`config.mk`:
```
export PLATFORM = sky130hd
export DESIGN_NAME = first_fit_block_allocator_core
export DESIGN_NICKNAME = d
export VERILOG_FILES = /design/src/hw/rtl/ffba_pkg.sv /design/src/hw/rtl/first_fit_block_allocator_core.sv
export VERILOG_INCLUDE_DIRS = /design/src /design/src/hw/rtl
export SDC_FILE = /design/constraint.sdc
export NUM_CORES = 2
export LEC_CHECK = 0
export ABC_AREA = 1
export CAP_MARGIN = 40
export CORE_MARGIN = 2
export CORE_UTILIZATION = 30
export DETAILED_ROUTE_END_ITERATION = 7
export DONT_BUFFER_PORTS = 1
export GPL_ROUTABILITY_DRIVEN = 0
export HOLD_SLACK_MARGIN = 0.03
export PLACE_DENSITY = 0.44
export SLEW_MARGIN = 10
export SYNTH_ARGS = -nofsm -noshare
export SYNTH_HDL_FRONTEND = slang
export SYNTH_SLANG_ARGS = --single-unit
```
`constraint.sdc`:
```
create_clock -name clk -period 4.12 [get_ports clk]
set_input_delay 0.206 -clock clk [delete_from_list [all_inputs] [get_ports clk]]
set_output_delay 0.206 -clock clk [all_outputs]
set_load 0.005 [all_outputs]
```
`src/hw/rtl/first_fit_block_allocator_core_assert.svh`:
```
`ifndef FIRST_FIT_BLOCK_ALLOCATOR_CORE_ASSERT_SVH
`define FIRST_FIT_BLOCK_ALLOCATOR_CORE_ASSERT_SVH
// Same-cycle implication, checked outside reset.
`define FFBA_ASSERT_NOW(lbl, ante, cons, msg) \
  lbl: assert property (@(posedge clk) disable iff (rst) (ante) |-> (cons)) \
    else $error(msg);
// Next-cycle implication, checked outside reset.
`define FFBA_ASSERT_NEXT(lbl, ante, cons, msg) \
  lbl: assert property (@(posedge clk) disable iff (rst) (ante) |=> (cons)) \
    else $error(msg);
`endif

```
`src/hw/rtl/ffba_pkg.sv`:
```
package ffba_pkg;
  localparam int unsigned HEAP_BYTES   = 8 * 1024 * 1024;
  localparam int unsigned HEADER_BYTES = 32;
  localparam int unsigned ALIGN_BYTES  = 16;
  localparam int unsigned MAX_BLOCKS   = 64;
  localparam int unsigned IDX_W  = $clog2(MAX_BLOCKS);
  localparam int unsigned CNT_W  = IDX_W + 1;
  localparam int unsigned OFF_W  = 23;
  localparam int unsigned SIZE_W = 24;
  localparam int unsigned NEED_W = 25;

  typedef enum logic [1:0] {
    ST_OK      = 2'd0,
    ST_NOMEM   = 2'd1,
    ST_BADFREE = 2'd2,
    ST_FULL    = 2'd3
  } status_t;

  typedef enum logic [3:0] {
    S_INIT, S_IDLE, S_A_RDF, S_A_RDB, S_A_CHK, S_SH_RD, S_SH_WR,
    S_A_UPD, S_A_SPLIT, S_F_RD, S_F_CHK, S_DONE
  } state_t;

  // Round up to the alignment, one bit wider to hold the carry.
  function automatic logic [NEED_W-1:0] round_to_align(input logic [SIZE_W-1:0] req);
    logic [NEED_W-1:0] s;
    s = {1'b0, req} + NEED_W'(ALIGN_BYTES - 1);
    return s & ~NEED_W'(ALIGN_BYTES - 1);
  endfunction
endpackage

```
`src/hw/rtl/first_fit_block_allocator_core.sv`:
```
// Allocate scans the free list (read entry, read block, check); on a fit it shifts the
// later entries down, marks the block used, splits off any rest and shows the result;
// free scans the block table; a null free or an empty free list goes straight to done.
// Throughput: one item at a time; busy stays high through done.
// Reset: synchronous; the first cycle after reset writes the initial heap block, then idle.
// The receiver cannot stall: each result is shown for exactly one cycle with done.
`include "first_fit_block_allocator_core_assert.svh"
module first_fit_block_allocator_core (
  input  logic        clk,
  input  logic        rst,
  input  logic        start,
  output logic        busy,
  input  logic        command,
  input  logic [23:0] request_bytes,
  input  logic [22:0] free_address,
  output logic        done,
  output logic [22:0] payload_offset,
  output logic [1:0]  status
);
  localparam int unsigned IW = ffba_pkg::IDX_W;
  localparam int unsigned CW = ffba_pkg::CNT_W;
  localparam int unsigned OW = ffba_pkg::OFF_W;
  localparam int unsigned SW = ffba_pkg::SIZE_W;
  localparam int unsigned NW = ffba_pkg::NEED_W;
  localparam int unsigned BW = 1 + SW + OW;

  // Block entry: {used, size, offset}.
  logic [BW-1:0] blk_mem [ffba_pkg::MAX_BLOCKS];
  logic [IW-1:0] fo_mem  [ffba_pkg::MAX_BLOCKS];

  ffba_pkg::state_t state, state_next;
  logic [CW-1:0] idx, fcnt, bcnt;
  logic [IW-1:0] blk;
  logic [NW-1:0] size, need;
  logic [SW-1:0] rest;
  logic [OW-1:0] boff, addr;
  logic [OW-1:0] res_off;
  ffba_pkg::status_t res_st;

  logic [BW-1:0] bk_rd;
  logic [OW-1:0] of_rd;
  logic [SW-1:0] sz_rd;
  logic          used_rd;
  logic [IW-1:0] fo_rd;
  logic [IW-1:0] ra_fo, ra_bk, wa_fo, wa_bk;
  logic we_fo, we_bk;
  logic [IW-1:0] wd_fo;
  logic [BW-1:0] wd_bk;

  logic          fit, hit_free, free_ok;
  logic [SW-1:0] diff;
  logic [OW:0]   pay_sum;

  assign of_rd    = bk_rd[OW-1:0];
  assign sz_rd    = bk_rd[OW+SW-1:OW];
  assign used_rd  = bk_rd[BW-1];
  assign diff     = SW'(({1'b0, sz_rd}) - need);
  assign fit      = ({1'b0, sz_rd} >= need);
  assign pay_sum  = {1'b0, of_rd} + (OW+1)'(ffba_pkg::HEADER_BYTES);
  assign hit_free = (pay_sum == {1'b0, addr});
  assign free_ok  = hit_free && used_rd && (fcnt != CW'(ffba_pkg::MAX_BLOCKS));

  always_ff @(posedge clk) begin
    if (we_fo) fo_mem[wa_fo] <= wd_fo;
    if (we_bk) blk_mem[wa_bk] <= wd_bk;
    fo_rd <= fo_mem[ra_fo];
    bk_rd <= blk_mem[ra_bk];
  end

  // Next state.
  always_comb begin
    state_next = state;
    case (state)
      ffba_pkg::S_INIT: state_next = ffba_pkg::S_IDLE;
      ffba_pkg::S_IDLE: begin
        if (start) begin
          if (!command) state_next = (fcnt == '0) ? ffba_pkg::S_DONE : ffba_pkg::S_A_RDF;
          else if (free_address == '0) state_next = ffba_pkg::S_DONE;
          else state_next = ffba_pkg::S_F_RD;
        end
      end
      ffba_pkg::S_A_RDF: state_next = ffba_pkg::S_A_RDB;
      ffba_pkg::S_A_RDB: state_next = ffba_pkg::S_A_CHK;
      ffba_pkg::S_A_CHK: begin
        if (fit) begin
          if (diff != '0 && bcnt == CW'(ffba_pkg::MAX_BLOCKS)) state_next = ffba_pkg::S_DONE;
          else if (idx + 1'b1 < fcnt) state_next = ffba_pkg::S_SH_RD;
          else state_next = ffba_pkg::S_A_UPD;
        end else if (idx + 1'b1 < fcnt) state_next = ffba_pkg::S_A_RDF;
        else state_next = ffba_pkg::S_DONE;
      end
      ffba_pkg::S_SH_RD: state_next = ffba_pkg::S_SH_WR;
      ffba_pkg::S_SH_WR: state_next = (idx + 2'd2 < fcnt) ? ffba_pkg::S_SH_RD
                                                          : ffba_pkg::S_A_UPD;
      ffba_pkg::S_A_UPD: state_next = (rest != '0) ? ffba_pkg::S_A_SPLIT : ffba_pkg::S_DONE;
      ffba_pkg::S_A_SPLIT: state_next = ffba_pkg::S_DONE;
      ffba_pkg::S_F_RD: state_next = ffba_pkg::S_F_CHK;
      ffba_pkg::S_F_CHK: begin
        if (hit_free || idx + 1'b1 >= bcnt) state_next = ffba_pkg::S_DONE;
        else state_next = ffba_pkg::S_F_RD;
      end
      ffba_pkg::S_DONE: state_next = ffba_pkg::S_IDLE;
      default: state_next = ffba_pkg::S_INIT;
    endcase
  end

  // Memory control and outputs.
  always_comb begin
    ra_fo = idx[IW-1:0];
    ra_bk = idx[IW-1:0];
    wa_fo = fcnt[IW-1:0];
    wa_bk = blk;
    we_fo = 1'b0;
    we_bk = 1'b0;
    wd_fo = idx[IW-1:0];
    wd_bk = '0;
    case (state)
      ffba_pkg::S_INIT: begin
        we_fo = 1'b1; we_bk = 1'b1;
        wa_fo = '0; wa_bk = '0; wd_fo = '0;
        wd_bk = {1'b0, SW'(ffba_pkg::HEAP_BYTES), {OW{1'b0}}};
      end
      ffba_pkg::S_A_RDB: ra_bk = fo_rd;
      ffba_pkg::S_SH_RD: ra_fo = IW'(idx + 1'b1);
      ffba_pkg::S_SH_WR: begin
        we_fo = 1'b1; wa_fo = idx[IW-1:0]; wd_fo = fo_rd;
      end
      ffba_pkg::S_A_UPD: begin
        we_bk = 1'b1;
        wd_bk = {1'b1, size[SW-1:0], boff};
      end
      ffba_pkg::S_A_SPLIT: begin
        we_fo = 1'b1; we_bk = 1'b1;
        wa_bk = bcnt[IW-1:0];
        wd_fo = bcnt[IW-1:0];
        wd_bk = {1'b0, rest, OW'({2'b0, boff} + need)};
      end
      ffba_pkg::S_F_CHK: begin
        we_fo = free_ok;
        we_bk = free_ok;
        wa_bk = idx[IW-1:0];
        wd_bk = {1'b0, sz_rd, of_rd};
      end
      default: ;
    endcase
    busy           = (state != ffba_pkg::S_IDLE);
    done           = (state == ffba_pkg::S_DONE);
    payload_offset = res_off;
    status         = res_st;
  end

  always_ff @(posedge clk) begin
    if (rst) begin
      state <= ffba_pkg::S_INIT;
      fcnt  <= CW'(1);
      bcnt  <= CW'(1);
    end else begin
      state <= state_next;
      case (state)
        ffba_pkg::S_IDLE: begin
          idx     <= '0;
          size    <= ffba_pkg::round_to_align(request_bytes);
          need    <= ffba_pkg::round_to_align(request_bytes) + NW'(ffba_pkg::HEADER_BYTES);
          addr    <= free_address;
          res_off <= '0;
          res_st  <= command ? ffba_pkg::ST_OK : ffba_pkg::ST_NOMEM;
        end
        ffba_pkg::S_A_RDB: blk <= fo_rd;
        ffba_pkg::S_A_CHK: begin
          if (fit) begin
            rest <= diff;
            boff <= of_rd;
            if (diff != '0 && bcnt == CW'(ffba_pkg::MAX_BLOCKS)) res_st <= ffba_pkg::ST_FULL;
          end else begin
            idx <= idx + 1'b1;
          end
        end
        ffba_pkg::S_SH_WR: idx <= idx + 1'b1;
        ffba_pkg::S_A_UPD: begin
          fcnt      <= fcnt - 1'b1;
          res_st    <= ffba_pkg::ST_OK;
          res_off   <= OW'({1'b0, boff} + (OW+1)'(ffba_pkg::HEADER_BYTES));
        end
        ffba_pkg::S_A_SPLIT: begin
          fcnt <= fcnt + 1'b1;
          bcnt <= bcnt + 1'b1;
        end
        ffba_pkg::S_F_CHK: begin
          if (hit_free) begin
            if (free_ok) begin
              fcnt   <= fcnt + 1'b1;
              res_st <= ffba_pkg::ST_OK;
            end else begin
              res_st <= ffba_pkg::ST_BADFREE;
            end
          end else begin
            idx    <= idx + 1'b1;
            res_st <= ffba_pkg::ST_BADFREE;
          end
        end
        default: ;
      endcase
    end
  end

  `FFBA_ASSERT_NEXT(a_start_busy, start && !busy, busy, "accepted item did not raise busy")
  `FFBA_ASSERT_NEXT(a_done_pulse, done, !done, "done held longer than one cycle")
  `FFBA_ASSERT_NOW(a_fcnt_range, 1'b1, fcnt <= CW'(ffba_pkg::MAX_BLOCKS), "free count overflow")
  `FFBA_ASSERT_NOW(a_bcnt_range, 1'b1, bcnt <= CW'(ffba_pkg::MAX_BLOCKS) && bcnt != '0,
                   "block count out of range")
endmodule
```
# [After elaboration in Yosys (flattened, before gate mapping)]
# Memories as Yosys holds them, arrays and structs flattened. A register that Yosys moved wholly into a read port is not among the register bits.
# Cells that the tools add are included.
[totals] ram_bits=3456 inputBits=51 out_inout_bits=27 memories=2 wordCells=112 regBits=171
[classes] n_bitwise=1 mux=37 n_addsub=11 n_reduce_logical=23 n_eq_ne=22 magnitude_cmp=4
[memory_table] name="blk_mem" words=64 width=48 read_ports=1 rd_ports_with_merged_regs=1 write_ports=1 line_no="first_fit_block_allocator_core.sv:28" source="logic [BW-1:0] blk_mem [ffba_pkg::MAX_BLOCKS];"
[memory_table] name="fo_mem" words=64 width=6 read_ports=1 rd_ports_with_merged_regs=1 write_ports=1 line_no="first_fit_block_allocator_core.sv:29" source="logic [IW-1:0] fo_mem [ffba_pkg::MAX_BLOCKS];"
[op_table] operator="case mux 48 bit (4 select lines)" n=1
[op_table] operator="nonzero test 24 bit" n=2
[op_table] operator="case mux 23 bit (2 select lines)" n=1
[op_table] operator="case mux 4 bit (11 select lines)" n=1
[op_table] operator="case mux 6 bit (3 select lines)" n=2
[op_table] operator="two-way mux 7 bit" n=4
[op_table] operator="case mux 7 bit (4 select lines)" n=1
[op_table] operator="adder 24 x 4 -> 25 bit, second input constant" n=1
[op_table] operator="adder 25 x 6 -> 25 bit, second input constant" n=1
[op_table] operator="greater-or-equal comparator 24 x 25 -> 1 bit" n=1
[op_table] operator="adder 23 x 6 -> 24 bit, second input constant" n=1
[op_table] operator="equality test 24 x 23 -> 1 bit" n=1
[op_table] operator="two-way mux 4 bit" n=6
[op_table] operator="subtractor 24 bit" n=1
[op_table] operator="adder 23 bit" n=1
[op_table] operator="adder 23 x 6 -> 23 bit, second input constant" n=1
[op_table] operator="logical NOT 23 bit" n=1
[op_table] operator="adder 7 x 1 -> 7 bit, second input constant" n=3
[op_table] operator="case mux 7 bit (3 select lines)" n=1
[op_table] operator="two-way mux 2 bit" n=9
[op_table] operator="equality test 4 x 3 -> 1 bit, second input constant" n=4
[op_table] operator="equality test 4 bit, second input constant" n=4
[op_table] operator="< comparator 7 bit" n=2
[op_table] operator="inequality test 2 bit, second input constant" n=7
[op_table] operator="26 further kinds" n=41

# [Depth between registers and ports, before layout]
[logic_depth] word_depth=7 depth_mapped=19 depth_no_buf=19

# [Worst setup path after synthesis]
# No wires, ideal clock.
[synth_path] kind="reg-to-reg" start="register state[3]" end="memory blk_mem[0][26] (netlist bit), data pin" setup_slack_ps=-394 setup_time_ps=702 t_arrival_ps=3812 stages_incl_launch_ff=9 n_path_buf=2 required_ps=3418 period_less_slack_ps=4514 cell_sequence="dfxtp_1 > inv_1 > nor2_1 > inv_2 > nor2_1 > inv_1 > clkbuf_1 > clkbuf_1 > o21ai_0"
[synth_between] elab_chain_cells=2 elab_cells_between_ends=5 cone_classes="3 x eq/ne; 1 x mux; 1 x reduce/logical"
[synth_rtl] item="start: declaration" line_no="first_fit_block_allocator_core.sv:31" source="ffba_pkg::state_t state, state_next;"
[synth_rtl] item="start signal: assignment" line_no="first_fit_block_allocator_core.sv:154" source="state <= ffba_pkg::S_INIT;"
[synth_rtl] item="start signal: assignment" line_no="first_fit_block_allocator_core.sv:158" source="state <= state_next;"
[synth_rtl] item="equality test 4 bit, or another cell as far along" line_no="first_fit_block_allocator_core.sv:117" source="case (state)"
[synth_rtl] item="case mux 48 bit (4 select lines) (*)" line_no="first_fit_block_allocator_core.sv:117"
[synth_rtl] item="net wd_bk[26]" line_no="first_fit_block_allocator_core.sv:48" source="logic [BW-1:0] wd_bk;"
[synth_rtl] item="end: declaration" line_no="first_fit_block_allocator_core.sv:28"
# Mark *: on every way through the listed nets, which the timed path passes. The rest lies on a longest branch.

# [Worst setup path in the final report]
[layout_path] start="register state[3]" end="register bk_rd[0] (read register of blk_mem)"
[layout_between] elab_chain_cells=2
[layout_rtl] item="equality test 4 x 2 -> 1 bit" line_no="first_fit_block_allocator_core.sv:117"
[layout_rtl] item="two-way mux 6 bit" line_no="first_fit_block_allocator_core.sv:117"
[layout_rtl] item="end: declaration" line_no="first_fit_block_allocator_core.sv:40" source="logic [BW-1:0] bk_rd;"
# No other way between the ends.
# A chain may end at the register's enable or synchronous reset.

==> results.toml <==
[synthesis]
synth_edf_count = 3604
synthFlopType = "edfxtp_1"
synth-seq-cells = 3676
syn_area_per_cell_um2 = 13.05
synth_seq_area_share_pct = 73.19
ys_types = 54
async_reset_ff_share_pct = 0
synthCells = 11480
syn-num-nets = 11600
synth_area_mm2 = 0.1498
yosysWarnings = 0

[clock_tree]
cts_tree = "yes"
cts_max_level = 5
numCtsBuffers = 407
cts-root-buf = "clkbuf_16"
clk_pin_slew_ps = 60
clock_sink_count = 3676
insertion_delay_ps = 1060
cts_setup_buffers = 0
cts_buffer_depth = 4

[finish]
fill_cells = 47740
layout.nets = 12180
drive_gt1_share_pct = 12.61
multi_input_area_mm2 = 0.03641
fin_cells = 19060
syn_to_final_growth_pct = 20.01
final_common_cell = "edfxtp_1"
final_cell_area_mm2 = 0.1798
final_cell_mix = "edfxtp_1, o21ai_0, nor2_1"
ff_latch_area_mm2 = 0.1097

[routing]
drtAntennaViolNets = 0
dr.pass1.iters = 8
wirelength_mm = 534.9
wl_per_cell_um = 28.06
drt_iter0_drc = 11570
vias = 101300
viasPerCell = 5.313
drc = 0

[critical_path]
path_cells = "nor2_4, nand3_4, buf_4, nand2_1, o21ai_4, buf_12, inv_8, buf_12, buf_12, o21ai_1, o21bai_1, o211ai_1, o211ai_1, nand3_1, nand3_1, nand2_1, buf_12"
crit_required_ps = 5050
rrSetupSlack_ps = 160
crit_family = "buffers and inverters"
path_max_fanout = 59
reg2reg_depth = 17
timing.rr.start = "state[3]$_SDFFE_PP0P_"
max_stage_delay_ps = 350
worst-setup-path-type = "flop to flop"
worst_path_max_delay_cell = "dfxtp_1"
critPathCaptureType = "flop"
start_kind = "flop"
crit_buf_inv = 6
cp_data_arrival_time_ps = 4900
crit_cells = 17
cp_common_cell = "buf_12"
rr_endpoint = "bk_rd[0]$_DFF_P_"

[timing]
period_minus_slack_ps = 3964
finalMaxSlewViolations = 0
relSlewSlack_pct = 37.86
max_slew.worst_pin.slew_ps = 927.9
fin_skew_ps = 106.7
hold_viol_final = 0
timing.fmax_ghz = 0.2523
setup_viol = 0
fin_crit_sh_pct = 96.22

[global_routing]
grt_pass1_wl_mm = 755.1
antenna_found_initial = 46
grt_max_degree = 137
grt_pass1_vias = 98780
track_usage_pct = 20.39
grt-ovfl-total = 0

[hold_path]
hold_end = "need[22]$_DFFE_PP_"
hold_class = "input pin to flop"
min_path_cells = 7
holdCritStartpoint = "request_bytes[17]"

[power_and_ir_drop]
leakagePower_nw = 59.41
powerDensity_mw_per_mm2 = 726.5
power.total_mw = 130.6
ir_worst_vdd_uv = 462.5

[floorplanning]
rows = 259
die_w_um = 710.7
die_h_um = 710.7
core_region_area_mm2 = 0.4974
initial_core_util_pct = 30.12
io_pins = 78
dieArea_mm2 = 0.5051

[place]
portBuffers = 0
place_area_mm2 = 0.1656
dpl.hpwl_mm = 333.8
dp_cells = 18200

[run_status]
status = "finished, final reports clean"

[job]
maxCapViolations = 0
layer usage:
metal / part of all wire, % / GRT usage (%) / vias to the layer above
li1: - / - / 44300
met1: 45 / 29.62 / 52180
met4: 2.5 / 4.873 / 6
met3: 7.1 / 3.018 / 689
met5: 0.0077 / 0 / -
met2: 45 / 32.11 / 4088
repair_timing:
action,in CTS,in global routing
hold buffers,103,0
gates resized for setup,0,11
endpoints found under the setup margin,0,774
endpoints found under the hold margin,230,0
sequential cells by signal (all words and copies together) (netlist names):
| signal | cells |
|---|---|
| bcnt | 7 |
| idx | 7 |
| state | 4 |
| rest | 24 |
| size | 20 |
| fo_rd | 6 |
| payload_offset | 23 |
| need | 20 |
| boff | 23 |
| bk_rd | 48 |
| blk_mem | 3072 |
| addr | 23 |
| blk | 6 |
| fcnt | 7 |
| fo_mem | 384 |
| status | 2 |
final cells by class:
cell class	count	share of cell area, %
clock inverters	240	1.278
flip-flops and latches	3676	60.99
repair buffers	937	6.167
diodes	6	0.008350
multi-input cells	6711	20.25
clock buffers	514	5.991
well taps	6655	4.631
inverters	322	0.6882
worst reg2reg max path: stages, from the launching register on:
cell and delay (ps):
dfxtp_1 350, nor2_4 190, nand3_4 180, buf_4 240, nand2_1 110, o21ai_4 90, buf_12 160, inv_8 250
buf_12 330, buf_12 280, o21ai_1 230, o21bai_1 180, o211ai_1 90, o211ai_1 300, nand3_1 230, nand3_1 310
nand2_1 240, buf_12 110
logic make-up after synthesis:
logic type      count (synthesis)  share of synthesized area [%]
flops                        3676                          73.19
fa+ha+maj                      72                         0.6163
simple gates                 3118                          8.604
compound gates               3440                          13.96
buf+inv                      1093                          3.149
xor+xnor                       81                         0.4785
cells in the mapped netlist, types with 3 or more instances:
cell      instances  area share, %
nor2_1         1374            3.4
or2_2             7          0.029
a31oi_1           3          0.013
o21ai_1         241           0.81
nand2_2           6          0.025
o21bai_1        514            2.6
o21a_1            6          0.030
nand2_1         958            2.4
clkbuf_1        422            1.1
clkbuf_2         15          0.050
nor4_1           21          0.088
xor2_1           60           0.35
buf_4            57           0.29
o21ai_2           4          0.023
buf_6             9          0.068
buf_1            16          0.040
edfxtp_1       3604             72
and2_1            4          0.017
ha_1             69           0.58
inv_1           308           0.77
buf_2           252           0.84
a221o_1           4          0.027
o21ai_0        1561            5.2
o221ai_1        127           0.74
o211ai_1        578            2.9
a21oi_1          82           0.27
fa_1              3          0.040
nor3_1           33           0.11
o22ai_1         310            1.3
nand3b_1         11          0.055
nand4_1          29           0.12
dfxtp_1          72           0.96
inv_2            12          0.030
nor2_2            5          0.021
nand3_1         657            2.2
xnor2_1          20           0.12
nor2_4            5          0.038
report_power, final:
part / internal (mW) / total, mW / switching [mW]
clock network: 20.8 / 36.2 / 15.5
registers: 47.2 / 48.8 / 1.60
logic: 13.4 / 45.6 / 32.2
total: 81.3 / 131 / 49.3
through the flow:
stage | setup TNS, ps | hold WS [ps] | utilization [%] | setup slack (ps)
floorplan | -100930 | 285.3 | - | -394.3
global placement | -8931 | 280.7 | 33.24 | -514.9
detailed placement | 0 | 284.4 | 33.30 | 99.73
CTS | 0 | 74.14 | 36.13 | 7.033
global route | -11.13 | 186.5 | 36.14 | -11.13
finish | 0 | 156.4 | 36.15 | 155.8
worst max-delay path by stage:
stage,from,end,slack (ps)
2_1_floorplan,state[3]$_SDFFE_PP0P_,blk_mem[0][26]$_DFFE_PP_,-390
3_3_place_gp,bk_rd[37]$_DFF_P_,idx[1]$_SDFFCE_PN0P_,-510
3_5_place_dp,state[3]$_SDFFE_PP0P_,bk_rd[31]$_DFF_P_,100
4_1_cts,state[3]$_SDFFE_PP0P_,bk_rd[31]$_DFF_P_,7
5_1_grt,request_bytes[1],need[24]$_DFFE_PP_,-10
6_report,state[3]$_SDFFE_PP0P_,bk_rd[0]$_DFF_P_,160
Note: power is estimated with default switching activity, not from simulation.
